### config.mk
export PLATFORM = sky130hd
export DESIGN_NAME = serial_delay_register_loader_top_flat
export DESIGN_NICKNAME = d
export VERILOG_FILES = /design/src/design/sdrl_pkg.sv /design/src/design/sdrl_ifs.sv /design/src/design/sdrl_seq.sv /design/src/design/serial_delay_register_loader_top.sv /design/src/flat_wrapper.sv
export SDC_FILE = /design/constraint.sdc
export NUM_CORES = 1
export LEC_CHECK = 0
export BUFFER_PORTS_ARGS = -buffer_cell sky130_fd_sc_hd__buf_2
export CAP_MARGIN = 0
export CORE_MARGIN = 5
export CORE_UTILIZATION = 58
export CTS_CLUSTER_DIAMETER = 200
export DETAILED_ROUTE_END_ITERATION = 10
export GPL_ROUTABILITY_DRIVEN = 0
export PLACE_DENSITY_LB_ADDON = 0.08
export SYNTH_ARGS = -nofsm -noshare
export SYNTH_HDL_FRONTEND = slang
export SYNTH_SLANG_ARGS = --single-unit
### constraint.sdc
create_clock -name clk -period 10.05 [get_ports clk]
set_clock_uncertainty 0.1 [all_clocks]
set_input_delay 2.01 -clock clk [delete_from_list [all_inputs] [get_ports clk]]
set_output_delay 2.01 -clock clk [all_outputs]
set_load 0.05 [all_outputs]
### src/design/sdrl_pkg.sv
// Shared types and constants for the serial delay register loader.
package sdrl_pkg;

  localparam int SETUP_W        = 10;
  localparam int HALF_W         = 16;
  localparam int TIMER_W        = HALF_W + 1;
  localparam int CHAN_W         = 8;
  localparam int CFG_DATA_W     = 16;
  localparam int CFG_IDX_W      = 1;

  localparam int BITS_PER_CHANNEL_DEF = 8;
  localparam int READBACK_PASSES_DEF  = 2;

  localparam logic [SETUP_W-1:0] SETUP_TICKS_RST = SETUP_W'(20);
  localparam logic [HALF_W-1:0]  HALF_TICKS_RST  = HALF_W'(500);

  typedef enum logic [CFG_IDX_W-1:0] {
    CFG_SETUP_TICKS = 1'b0,
    CFG_HALF_PERIOD = 1'b1
  } cfg_reg_t;

  typedef enum logic [2:0] {
    PH_IDLE   = 3'd0,
    PH_SETUP  = 3'd1,
    PH_HIGH   = 3'd2,
    PH_LOW    = 3'd3,
    PH_GAP    = 3'd4,
    PH_RSETUP = 3'd5,
    PH_RHIGH  = 3'd6,
    PH_RLOW   = 3'd7
  } phase_t;

  typedef enum logic [1:0] {
    ST_NONE     = 2'd0,
    ST_VERIFIED = 2'd1,
    ST_RANGE    = 2'd2,
    ST_MISMATCH = 2'd3
  } status_t;

  typedef struct packed {
    logic              action;
    logic [CHAN_W-1:0] channel_a;
    logic [CHAN_W-1:0] channel_b;
    logic              q_level;
  } in_item_t;

  typedef struct packed {
    logic    pin_d;
    logic    pin_clk;
    logic    pin_le;
    logic    pin_oe;
    logic    busy_res;
    status_t status;
  } out_item_t;

  typedef struct packed {
    logic d;
    logic clk;
    logic le;
    logic oe;
  } pins_t;

  typedef struct packed {
    logic [SETUP_W-1:0] setup_ticks;
    logic [HALF_W-1:0]  half_period_ticks;
  } cfg_t;

endpackage

### src/design/sdrl_ifs.sv
// Valid/ready channel interfaces for the loader's input and result beats.
interface sdrl_in_if;
  logic               valid;
  logic               ready;
  sdrl_pkg::in_item_t data;

  modport source (output valid, output data, input ready);
  modport sink   (input valid, input data, output ready);
endinterface

interface sdrl_out_if;
  logic                valid;
  logic                ready;
  sdrl_pkg::out_item_t data;

  modport source (output valid, output data, input ready);
  modport sink   (input valid, input data, output ready);
endinterface

### src/design/sdrl_seq.sv
// Load/readback sequencer: phase, timer, bit and pass counters, shift data, pin state and status.
module sdrl_seq #(
  parameter int BITS_PER_CHANNEL = sdrl_pkg::BITS_PER_CHANNEL_DEF,
  parameter int READBACK_PASSES  = sdrl_pkg::READBACK_PASSES_DEF
) (
  input  logic                clk,
  input  logic                rst_n,
  input  logic                step,
  input  sdrl_pkg::in_item_t  item,
  input  sdrl_pkg::cfg_t      cfg,
  output sdrl_pkg::out_item_t result
);
  import sdrl_pkg::*;

  localparam int NBITS  = 2 * BITS_PER_CHANNEL;
  localparam int BI_W   = $clog2(NBITS + 1);
  localparam int PASS_W = (READBACK_PASSES > 1) ? $clog2(READBACK_PASSES) : 1;

  phase_t             phase_r, phase_nxt;
  logic [BI_W-1:0]    bit_idx_r, bit_idx_nxt;
  logic [PASS_W-1:0]  pass_r, pass_nxt;
  logic [TIMER_W-1:0] timer_r, timer_nxt;
  logic [NBITS-1:0]   shift_r, shift_nxt;
  logic               mismatch_r, mismatch_nxt;
  pins_t              pins_r, pins_nxt;
  status_t            status_r, status_nxt;

  logic [TIMER_W-1:0] timer_inc;
  logic [TIMER_W-1:0] limit;
  logic [HALF_W-1:0]  high_wait;
  logic [BI_W-1:0]    bit_inc;
  logic [NBITS-1:0]   shift_rot;
  logic [NBITS-1:0]   load_word;
  logic               wait_done;
  logic               last_bit;
  logic               end_bits;
  logic               more_passes;
  logic               range_bad;
  logic               start_ok;

  assign timer_inc   = timer_r + TIMER_W'(1);
  assign high_wait   = (cfg.half_period_ticks > HALF_W'(cfg.setup_ticks)) ?
                       cfg.half_period_ticks - HALF_W'(cfg.setup_ticks) : '0;
  assign bit_inc     = bit_idx_r + BI_W'(1);
  assign last_bit    = bit_idx_r >= BI_W'(NBITS - 1);
  assign end_bits    = bit_inc >= BI_W'(NBITS);
  assign more_passes = pass_r < PASS_W'(READBACK_PASSES - 1);
  assign shift_rot   = {shift_r[NBITS-2:0], shift_r[NBITS-1]};
  assign load_word   = {BITS_PER_CHANNEL'(item.channel_a), BITS_PER_CHANNEL'(item.channel_b)};

  assign range_bad = (item.channel_a == '0) || (item.channel_b == '0) ||
                     ((item.channel_a >> BITS_PER_CHANNEL) != '0) ||
                     ((item.channel_b >> BITS_PER_CHANNEL) != '0);
  assign start_ok  = item.action && !range_bad;

  // wait limit of the current phase
  always_comb begin
    unique case (phase_r)
      PH_SETUP, PH_RSETUP: limit = TIMER_W'(cfg.setup_ticks);
      PH_HIGH, PH_RHIGH:   limit = TIMER_W'(high_wait);
      PH_LOW, PH_RLOW:     limit = TIMER_W'(cfg.half_period_ticks);
      PH_GAP:              limit = {cfg.half_period_ticks, 1'b0};
      default:             limit = '0;
    endcase
  end

  assign wait_done = timer_inc >= limit;

  // next phase
  always_comb begin
    phase_nxt = phase_r;
    if (step) begin
      unique case (phase_r)
        PH_IDLE:   if (start_ok) phase_nxt = PH_SETUP;
        PH_SETUP:  if (wait_done) phase_nxt = PH_HIGH;
        PH_HIGH:   if (wait_done) phase_nxt = PH_LOW;
        PH_LOW:    if (wait_done) phase_nxt = end_bits ? PH_GAP : PH_SETUP;
        PH_GAP:    if (wait_done) phase_nxt = PH_RSETUP;
        PH_RSETUP: if (wait_done) phase_nxt = PH_RHIGH;
        PH_RHIGH:  if (wait_done) phase_nxt = PH_RLOW;
        PH_RLOW: begin
          if (wait_done) begin
            phase_nxt = (!end_bits || more_passes) ? PH_RSETUP : PH_IDLE;
          end
        end
        default:   phase_nxt = PH_IDLE;
      endcase
    end
  end

  // counters, data and pins
  always_comb begin
    bit_idx_nxt  = bit_idx_r;
    pass_nxt     = pass_r;
    timer_nxt    = timer_r;
    shift_nxt    = shift_r;
    mismatch_nxt = mismatch_r;
    pins_nxt     = pins_r;
    status_nxt   = status_r;
    if (step) begin
      if (phase_r == PH_IDLE) begin
        if (item.action) begin
          if (range_bad) begin
            status_nxt = ST_RANGE;
          end else begin
            shift_nxt    = load_word;
            mismatch_nxt = 1'b0;
            status_nxt   = ST_NONE;
            bit_idx_nxt  = '0;
            pass_nxt     = '0;
            timer_nxt    = '0;
            pins_nxt     = '{d: load_word[NBITS-1], clk: 1'b0, le: 1'b1, oe: 1'b1};
          end
        end
      end else begin
        timer_nxt = timer_inc;
        if (wait_done) begin
          timer_nxt = '0;
          unique case (phase_r)
            PH_SETUP: pins_nxt.clk = 1'b1;
            PH_HIGH: begin
              pins_nxt.clk = 1'b0;
              if (last_bit) pins_nxt.le = 1'b0;
            end
            PH_LOW: begin
              bit_idx_nxt = bit_inc;
              shift_nxt   = shift_rot;
              if (!end_bits) pins_nxt.d = shift_rot[NBITS-1];
            end
            PH_GAP: begin
              pass_nxt    = '0;
              bit_idx_nxt = '0;
              pins_nxt.clk = 1'b0;
              pins_nxt.oe  = 1'b0;
              pins_nxt.le  = 1'b1;
            end
            PH_RSETUP: begin
              if (item.q_level != shift_r[NBITS-1]) mismatch_nxt = 1'b1;
              pins_nxt.clk = 1'b1;
            end
            PH_RHIGH: begin
              pins_nxt.clk = 1'b0;
              if (last_bit) pins_nxt.le = 1'b0;
            end
            PH_RLOW: begin
              bit_idx_nxt = bit_inc;
              shift_nxt   = shift_rot;
              if (end_bits) begin
                if (more_passes) begin
                  pass_nxt     = pass_r + PASS_W'(1);
                  bit_idx_nxt  = '0;
                  pins_nxt.clk = 1'b0;
                  pins_nxt.oe  = 1'b0;
                  pins_nxt.le  = 1'b1;
                end else begin
                  status_nxt = mismatch_r ? ST_MISMATCH : ST_VERIFIED;
                end
              end
            end
            default: timer_nxt = '0;
          endcase
        end
      end
    end
  end

  always_ff @(posedge clk) begin
    if (!rst_n) begin
      phase_r    <= PH_IDLE;
      bit_idx_r  <= '0;
      pass_r     <= '0;
      timer_r    <= '0;
      shift_r    <= '0;
      mismatch_r <= 1'b0;
      pins_r     <= '{d: 1'b0, clk: 1'b0, le: 1'b0, oe: 1'b1};
      status_r   <= ST_NONE;
    end else begin
      phase_r    <= phase_nxt;
      bit_idx_r  <= bit_idx_nxt;
      pass_r     <= pass_nxt;
      timer_r    <= timer_nxt;
      shift_r    <= shift_nxt;
      mismatch_r <= mismatch_nxt;
      pins_r     <= pins_nxt;
      status_r   <= status_nxt;
    end
  end

  // result of the beat being accepted: state after the update
  assign result = '{pin_d:    pins_nxt.d,
                    pin_clk:  pins_nxt.clk,
                    pin_le:   pins_nxt.le,
                    pin_oe:   pins_nxt.oe,
                    busy_res: (phase_nxt != PH_IDLE),
                    status:   status_nxt};

endmodule

### src/design/serial_delay_register_loader_top.sv
// Top level of the serial delay register loader: handshake, config, result register.
//
//  channel  dir  handshake        payload
//  in_ch    in   valid/ready      action, channel_a, channel_b, q_level
//  out_ch   out  valid/ready      pin_d, pin_clk, pin_le, pin_oe, busy_res, status
//  cfg_*    in   write enable     cfg_index selects setup_ticks / half_period_ticks
//
// One input beat per cycle while out_ch is not stalled; each beat gives exactly one result
// beat, registered and valid in the following cycle, from a single output register.
// The sequencer state updates in the cycle a beat is accepted; the result is
// the pin and status view after that update.
// in_ch.ready is high whenever the output register is empty or being drained,
// so a stall on out_ch holds off in_ch for as long as a result sits unread.
// Synchronous active-low reset: idle, pins D/CLK/LE low, OE high, status none,
// setup 20 and half period 500 ticks.
module serial_delay_register_loader_top #(
  parameter int BITS_PER_CHANNEL = sdrl_pkg::BITS_PER_CHANNEL_DEF,
  parameter int READBACK_PASSES  = sdrl_pkg::READBACK_PASSES_DEF
) (
  input  logic                                clk,
  input  logic                                rst_n,
  sdrl_in_if.sink                             in_ch,
  sdrl_out_if.source                          out_ch,
  input  logic                                cfg_we,
  input  logic [sdrl_pkg::CFG_IDX_W-1:0]      cfg_index,
  input  logic [sdrl_pkg::CFG_DATA_W-1:0]     cfg_wdata
);
  import sdrl_pkg::*;

  cfg_t      cfg_r;
  logic      out_valid_r, out_valid_nxt;
  out_item_t out_data_r;
  out_item_t seq_result;
  logic      in_ready;
  logic      step;

  // config registers; writes must arrive only while idle, which the block itself does not enforce
  always_ff @(posedge clk) begin
    if (!rst_n) begin
      cfg_r.setup_ticks       <= SETUP_TICKS_RST;
      cfg_r.half_period_ticks <= HALF_TICKS_RST;
    end else if (cfg_we) begin
      unique case (cfg_reg_t'(cfg_index))
        CFG_SETUP_TICKS: cfg_r.setup_ticks       <= cfg_wdata[SETUP_W-1:0];
        CFG_HALF_PERIOD: cfg_r.half_period_ticks <= cfg_wdata[HALF_W-1:0];
        default: ;
      endcase
    end
  end

  // input beat taken when the result slot is free or emptying
  assign in_ready    = !out_valid_r || out_ch.ready;
  assign in_ch.ready = in_ready;
  assign step        = in_ch.valid && in_ready;

  sdrl_seq #(
    .BITS_PER_CHANNEL (BITS_PER_CHANNEL),
    .READBACK_PASSES  (READBACK_PASSES)
  ) u_seq (
    .clk    (clk),
    .rst_n  (rst_n),
    .step   (step),
    .item   (in_ch.data),
    .cfg    (cfg_r),
    .result (seq_result)
  );

  // result register
  always_comb begin
    out_valid_nxt = out_valid_r;
    if (step) begin
      out_valid_nxt = 1'b1;
    end else if (out_ch.ready) begin
      out_valid_nxt = 1'b0;
    end
  end

  always_ff @(posedge clk) begin
    if (!rst_n) begin
      out_valid_r <= 1'b0;
    end else begin
      out_valid_r <= out_valid_nxt;
    end
  end

  always_ff @(posedge clk) begin
    if (step) begin
      out_data_r <= seq_result;
    end
  end

  assign out_ch.valid = out_valid_r;
  assign out_ch.data  = out_data_r;

  // every accepted beat leaves a result behind
  a_step_gives_result: assert property (@(posedge clk) disable iff (!rst_n)
    step |=> out_valid_r)
    else $error("accepted beat produced no result");

  // a running sequence never reports a final status
  a_busy_status_none: assert property (@(posedge clk) disable iff (!rst_n)
    (out_valid_r && out_data_r.busy_res) |-> (out_data_r.status == ST_NONE))
    else $error("status set while sequence running");

  // serial clock is only ever high inside a sequence
  a_clk_only_busy: assert property (@(posedge clk) disable iff (!rst_n)
    (out_valid_r && out_data_r.pin_clk) |-> out_data_r.busy_res)
    else $error("serial clock high while idle");

endmodule
### src/flat_wrapper.sv
// flat-port wrapper written by rule: the top's interface ports become plain ports
module serial_delay_register_loader_top_flat import sdrl_pkg::*;
#(
  parameter int BITS_PER_CHANNEL = sdrl_pkg::BITS_PER_CHANNEL_DEF,
  parameter int READBACK_PASSES  = sdrl_pkg::READBACK_PASSES_DEF
)
  (clk, rst_n, cfg_we, cfg_index, cfg_wdata, in_ch_valid, in_ch_data, in_ch_ready, out_ch_valid, out_ch_data, out_ch_ready);
  sdrl_in_if in_ch_i ();
  sdrl_out_if out_ch_i ();
  input  logic clk;
  input  logic rst_n;
  input  logic cfg_we;
  input  logic [sdrl_pkg::CFG_IDX_W-1:0] cfg_index;
  input  logic [sdrl_pkg::CFG_DATA_W-1:0] cfg_wdata;
  input wire logic [$bits(in_ch_i.valid)-1:0] in_ch_valid;
  input wire logic [$bits(in_ch_i.data)-1:0] in_ch_data;
  output wire logic [$bits(in_ch_i.ready)-1:0] in_ch_ready;
  output wire logic [$bits(out_ch_i.valid)-1:0] out_ch_valid;
  output wire logic [$bits(out_ch_i.data)-1:0] out_ch_data;
  input wire logic [$bits(out_ch_i.ready)-1:0] out_ch_ready;
  assign in_ch_i.valid = in_ch_valid;
  assign in_ch_i.data = in_ch_data;
  assign in_ch_ready = in_ch_i.ready;
  assign out_ch_valid = out_ch_i.valid;
  assign out_ch_data = out_ch_i.data;
  assign out_ch_i.ready = out_ch_ready;
  serial_delay_register_loader_top #(.BITS_PER_CHANNEL(BITS_PER_CHANNEL), .READBACK_PASSES(READBACK_PASSES)) u_core (.clk(clk), .rst_n(rst_n), .in_ch(in_ch_i), .out_ch(out_ch_i), .cfg_we(cfg_we), .cfg_index(cfg_index), .cfg_wdata(cfg_wdata));
endmodule
# Yosys cells after proc, flatten, opt, wreduce, memory -nomap -nowiden
# Cells that the tools add are included.
dict set report op_classes {
  mux 65
  reduce_logical 30
  magnitude_cmp 5
  bitwise_logic 1
  eq_ne 12
  addsub 4
}
# operator n
set op_table {}
lappend op_table {{$mux 16} 6}
lappend op_table {{$mux 17} 4}
lappend op_table {{$pmux 17 s4} 1}
lappend op_table {{$mux 3} 13}
lappend op_table {{$mux 5} 6}
lappend op_table {{$pmux 3 s8} 1}
lappend op_table {{$mux 4} 5}
lappend op_table {{$mux 2} 9}
lappend op_table {{$add 17x1->17 const B} 1}
lappend op_table {{$ge 17x17->1} 1}
lappend op_table {{$gt 16x10->1} 1}
lappend op_table {{$logic_not 8->1} 2}
lappend op_table {{$sub 16x10->16} 1}
lappend op_table {{$mux 1} 15}
lappend op_table {{$pmux 5 s3} 1}
lappend op_table {{$eq 3x3->1 const B} 4}
lappend op_table {{$reduce_and 5->1} 2}
lappend op_table {{$reduce_bool 2->1} 5}
lappend op_table {{$reduce_and 7->1} 1}
lappend op_table {{$eq 3x2->1 const B} 2}
lappend op_table {{$ne 3x3->1 const B} 2}
lappend op_table {{$pmux 1 s3} 2}
lappend op_table {{$reduce_and 6->1} 1}
lappend op_table {{$reduce_bool 3->1} 2}
lappend op_table {{19 further kinds} 29}
dict set report totals {
  out_inout_bits 9
  regBits 83
  word_cells 137
}

# Depth between registers and ports, before layout
dict set report depth {
  word_depth 9
  depth_mapped 22
}

# Modules after synthesis
# Synthesis repeated with hierarchy kept, for this count alone.
dict set report unflattened {
  hier_cells 646
  area_unflattened_um2 5291.3
}
# mod cells_per_inst instances area_per_inst_um2
set by_module_without_submodules {}
lappend by_module_without_submodules {sdrl_seq 521 1 3956.3}
lappend by_module_without_submodules {serial_delay_register_loader_top 125 1 1335.0}

# Worst setup path before layout
# Ideal clock, no wire load.
dict set report synth_timing {
  path_type {input-to-output}
  from {input out_ch_ready}
  to {output in_ch_ready}
  required_time_ns 7.940
  cell_stages 1
  slack_ns 5.493
  arrival_ns 2.447
  path_cell_list {nand2b_1}
}
dict set report synth_between {
  elab_chain_cells 1
}
# item line_no
set synth_lines {}
lappend synth_lines {{start: declaration} flat_wrapper.sv:20} ;# input wire logic [$bits(out_ch_i.ready)-1:0] out_ch_ready;
lappend synth_lines {{$logic_or 1x1->1} serial_delay_register_loader_top.sv:52} ;# assign in_ready = !out_valid_r || out_ch.ready;
lappend synth_lines {{end: declaration} flat_wrapper.sv:17} ;# output wire logic [$bits(in_ch_i.ready)-1:0] in_ch_ready;
# Every way passes these cells.

# Worst setup path in the final report
dict set report layout_timing {
  from {register u_core.cfg_r[0] (netlist bit)}
  to {register u_core.u_seq.timer_r[7]}
}
dict set report layout_between {
  elab_chain_cells 6
  elab_cells_between_ends 7
  cone_classes {add/sub: 1; order compare: 2; mux: 4}
}
# item line_no
set layout_lines {}
lappend layout_lines {{start: declaration} serial_delay_register_loader_top.sv:30} ;# cfg_t cfg_r;
lappend layout_lines {{$sub 16x10->16 / $gt 16x10->1 (equally long branches)} {sdrl_seq.sv:43, sdrl_seq.sv:42}}
lappend layout_lines {{$mux 16} sdrl_seq.sv:42} ;# assign high_wait = (cfg.half_period_ticks > HALF_W'(cfg.setup_ticks)) ?
lappend layout_lines {{$pmux 17 s4 *} sdrl_seq.sv:58} ;# unique case (phase_r)
lappend layout_lines {{$ge 17x17->1 *} sdrl_seq.sv:67} ;# assign wait_done = timer_inc >= limit;
lappend layout_lines {{$mux 17 *} sdrl_seq.sv:117} ;# if (wait_done) begin
lappend layout_lines {{$mux 17 *} sdrl_seq.sv:101} ;# if (phase_r == PH_IDLE) begin
lappend layout_lines {{end signal: assignment} sdrl_seq.sv:181} ;# timer_r <= timer_nxt;
lappend layout_lines {{end: declaration} sdrl_seq.sv:22} ;# logic [TIMER_W-1:0] timer_r, timer_nxt;
# Mark *: on every way between the ends. The rest lies on a longest branch, timed or not.
# A chain may end at the register's enable or synchronous reset.

==> impl_metrics.py <==
metrics = {
    "status": {
        "status": "complete, no violations",
    },
    "timing": {
        "slew_headroom_pct": 16.1,
        "setup_tns_ns": 0,
        "max_freq_mhz": 185,
        "rsz0062_at_grt": "no",
        "period_needed_ns": 5.41,
        "tightest_slew_ns": 1.26,
        "hold_violations": 0,
        "period_share_pct": 53.9,
        "setup_viol": 0,
        "slew_violations": 0,
    },
    "critical_path": {
        "critPathKind": "flop to flop",
        "cpMostUsedCell": "a21oi_1",
        "critPathBufInv": 3,
        "cpMaxStageDelayCell": "a221oi_1",
        "crit_family": "compound AO/OA/AOI/OAI gates",
        "endpoint_kind": "flop",
        "crit_path_cell_trace": "inv_1 > ha_1 > inv_1 > fa_1 > a21o_1 > a221oi_2 > o211ai_1 > a21bo_1 > a221oi_1 > ha_1 > a21oi_1 > o21ai_1 > a21oi_1 > a21oi_1 > nor4_2 > buf_4 > a41oi_1 > a311oi_1",
        "arrival_ns": 5.57,
        "cp_max_fo": 20,
        "worst_setup_path_start_kind": "flop",
        "slowest_delay_ns": 0.58,
        "required_ns": 10.21,
    },
    "place": {
        "dp_hpwl_um": 9470,
        "dp.cells": 790,
        "place_area_um2": 5560,
        "io_buffers": 48,
    },
    "power": {
        "leakage_nw": 2.44,
        "p_per_area_nw_per_um2": 149,
        "irDropWorstVdd_mv": 0.0957,
    },
    "cts": {
        "numClockSinks": 83,
        "clk_transition_reported_paths_ns": 0.10,
        "ctsRootBufferMaster": "clkbuf_8",
        "clock_latency_ns": 0.37,
        "hold_buffers": 0,
        "cts.path.max_buffers": 2,
        "cts_resized": 0,
        "cts_setup_buffers": 0,
        "cts_inserted_buffers": 9,
        "htreeDepth": 3,
        "cts_tree": "built",
    },
    "job": {
        "maxCapViolCount": 0,
    },
    "layout": {
        "seq_area_um2": 1730,
        "final_cells": 806,
        "num_antenna_cells": 0,
        "layout.nets": 761,
        "multi_input_area_um2": 3340,
        "area_delta_synth_final_pct": 7.77,
        "final_layout_size_suffix_gt1_share_pct": 14.2,
        "postLayoutCellArea_um2": 5760,
        "fill_cells": 836,
    },
    "global_routing": {
        "antenna_found_initial": 0,
        "grt-ovfl-total": 0,
        "grt_use_total_pct": 24.0,
        "grt_pass1_wl_um": 22400,
        "grt_pass1_vias": 4687,
        "grt_max_degree": 34,
    },
    "yosys": {
        "synth_edf_count": 7,
        "yosysSeqAreaShare_pct": 32.4,
        "synth_area_leaders": "dfxtp_1 (28%), nand2_1 (8.7%), ha_1 (7.0%), a21oi_1 (5.3%), nor2_1 (4.6%)",
        "synth_top_cell_area_share_pct": 28.5,
        "synth_common_cells": "nand2_1 (124), dfxtp_1 (76), nor2_1 (65)",
        "syn_area_um2": 5350,
        "yosysTopAreaCell": "dfxtp_1",
        "synthCells": 669,
        "synth_ff_type": "dfxtp_1",
        "synthDistinctLibCells": 69,
        "synth_area_per_cell_um2": 7.99,
        "ys_ff_latch": 83,
        "yosys_warnings": 0,
        "yosysMostFrequentCell": "nand2_1",
        "ys_async_sr_fraction_pct": 0,
        "synth.net_count": 740,
    },
    "route": {
        "vias_per_cell": 6.05,
        "vias": 4878,
        "drt_pre_antenna_iters": 4,
        "detail-route-antenna-nets": 0,
        "drtIter0Drc": 337,
        "drc": 0,
        "wl_per_cell_um": 16.2,
        "wl_um": 13000,
    },
    "worst_hold_path": {
        "hold_class": "flop to flop",
    },
    "die": {
        "die_h_um": 106,
        "fp.dieW_um": 106,
        "core_area_um2": 9110,
        "fp-row-count": 35,
        "io-pin-count": 49,
        "start_util_pct": 58.7,
        "die_area_um2": 11200,
    },
}
-- registers in the layout, indices dropped and copies added (netlist names) --
name and count:
u_core.u_seq.pass_r 1, u_core.u_seq.bit_idx_r 5, u_core.u_seq.phase_r 3, u_core.u_seq.mismatch_r 1, u_core.u_seq.status_r 2, u_core.cfg_r 26
u_core.out_ch.data 7, u_core.u_seq.shift_r 16, u_core.u_seq.timer_r 17, u_core.out_ch.valid 1, u_core.u_seq.pins_r 4
-- logic make-up (layout without fill, tap and decap cells) --
logic type	Yosys count	after routing	synth area share [%]
compound gates	183	183	26.6
simple gates	281	281	23.7
buf+inv	63	89	5.19
mux	4	4	0.772
fa+ha+maj	31	31	7.39
xor+xnor	24	24	3.93
flops	83	83	32.4
-- worst min-delay path: cells and delay by family, from the launching register on --
family           cells  cell delay [ns]
flip-flops           1             0.33
AND/OR/NAND/NOR      1             0.06
AO/OA/AOI/OAI        1             0.05
-- layer usage --
| metal | global-route usage (%) | part of all wire, % |
|---|---|---|
| met1 | 33.4 | 47 |
| met3 | 4.19 | 5.8 |
| met2 | 39.2 | 46 |
| met5 | 0 | 0 |
| met4 | 5.18 | 1.3 |
-- final timing paths --
check,startpoint,to,slack [ns],depth (start not counted)
worst max register to register,u_core.cfg_r[0],u_core.u_seq.timer_r[7],4.64,18
worst max-delay path,u_core.cfg_r[0],u_core.u_seq.timer_r[7],4.64,18
worst min-delay path,u_core.cfg_r[16],u_core.cfg_r[16],0.38,2
worst min register to register,u_core.cfg_r[16],u_core.cfg_r[16],0.38,2
-- cells in the final DEF (no fill, tap or decap), types with 4 or more instances in the layout --
master and count:
a311oi_1 10, a21o_1 6, nand2b_1 8, buf_2 48, o31ai_1 4, nor2_1 65, nor2b_1 7, and3_1 13
o211a_1 12, a22oi_1 4, inv_1 20, a311oi_2 11, o21a_1 6, a221oi_1 4, a22o_1 7, and2_1 6
ha_1 30, o21ai_1 7, o211ai_1 6, a21oi_1 57, buf_4 4, or3_1 4, xnor2_1 11, o21ai_0 16
nand2_1 124, nand3_1 16, a221oi_2 6, clkbuf_8 9, nor3_1 20, dfxtp_1 76, xor2_1 13, edfxtp_1 7
-- stage by stage --
stage / power [mW] / worst slack (ns) / utilization [%] / hold slack, ns
after floorplan: 0.568 / 5.49 / - / 0.346
after global placement: 0.611 / 4.92 / 61.1 / 0.357
after detailed placement: 0.619 / 4.75 / 61.1 / 0.366
after CTS: 0.863 / 4.73 / 63.3 / 0.379
after global routing: 0.910 / 4.36 / 63.3 / 0.411
final: 0.860 / 4.64 / 63.3 / 0.382
-- where the power goes --
| part | switching, mW | leakage [nW] | internal [mW] |
|---|---|---|---|
| combinational | 0.157 | 1.65 | 0.0797 |
| clock | 0.147 | 0.103 | 0.0989 |
| sequential | 0.0213 | 0.686 | 0.357 |
| total | 0.325 | 2.44 | 0.535 |
-- cell type report --
cell class / count / share of cell area (%)
multi-input cells: 523 / 58.0
clock inverters: 7 / 1.32
flip-flops and latches: 83 / 30.0
well taps: 111 / 2.41
inverters: 21 / 1.37
clock buffers: 9 / 2.15
repair buffers: 52 / 4.69
Note: power is estimated with default switching activity, not from simulation.
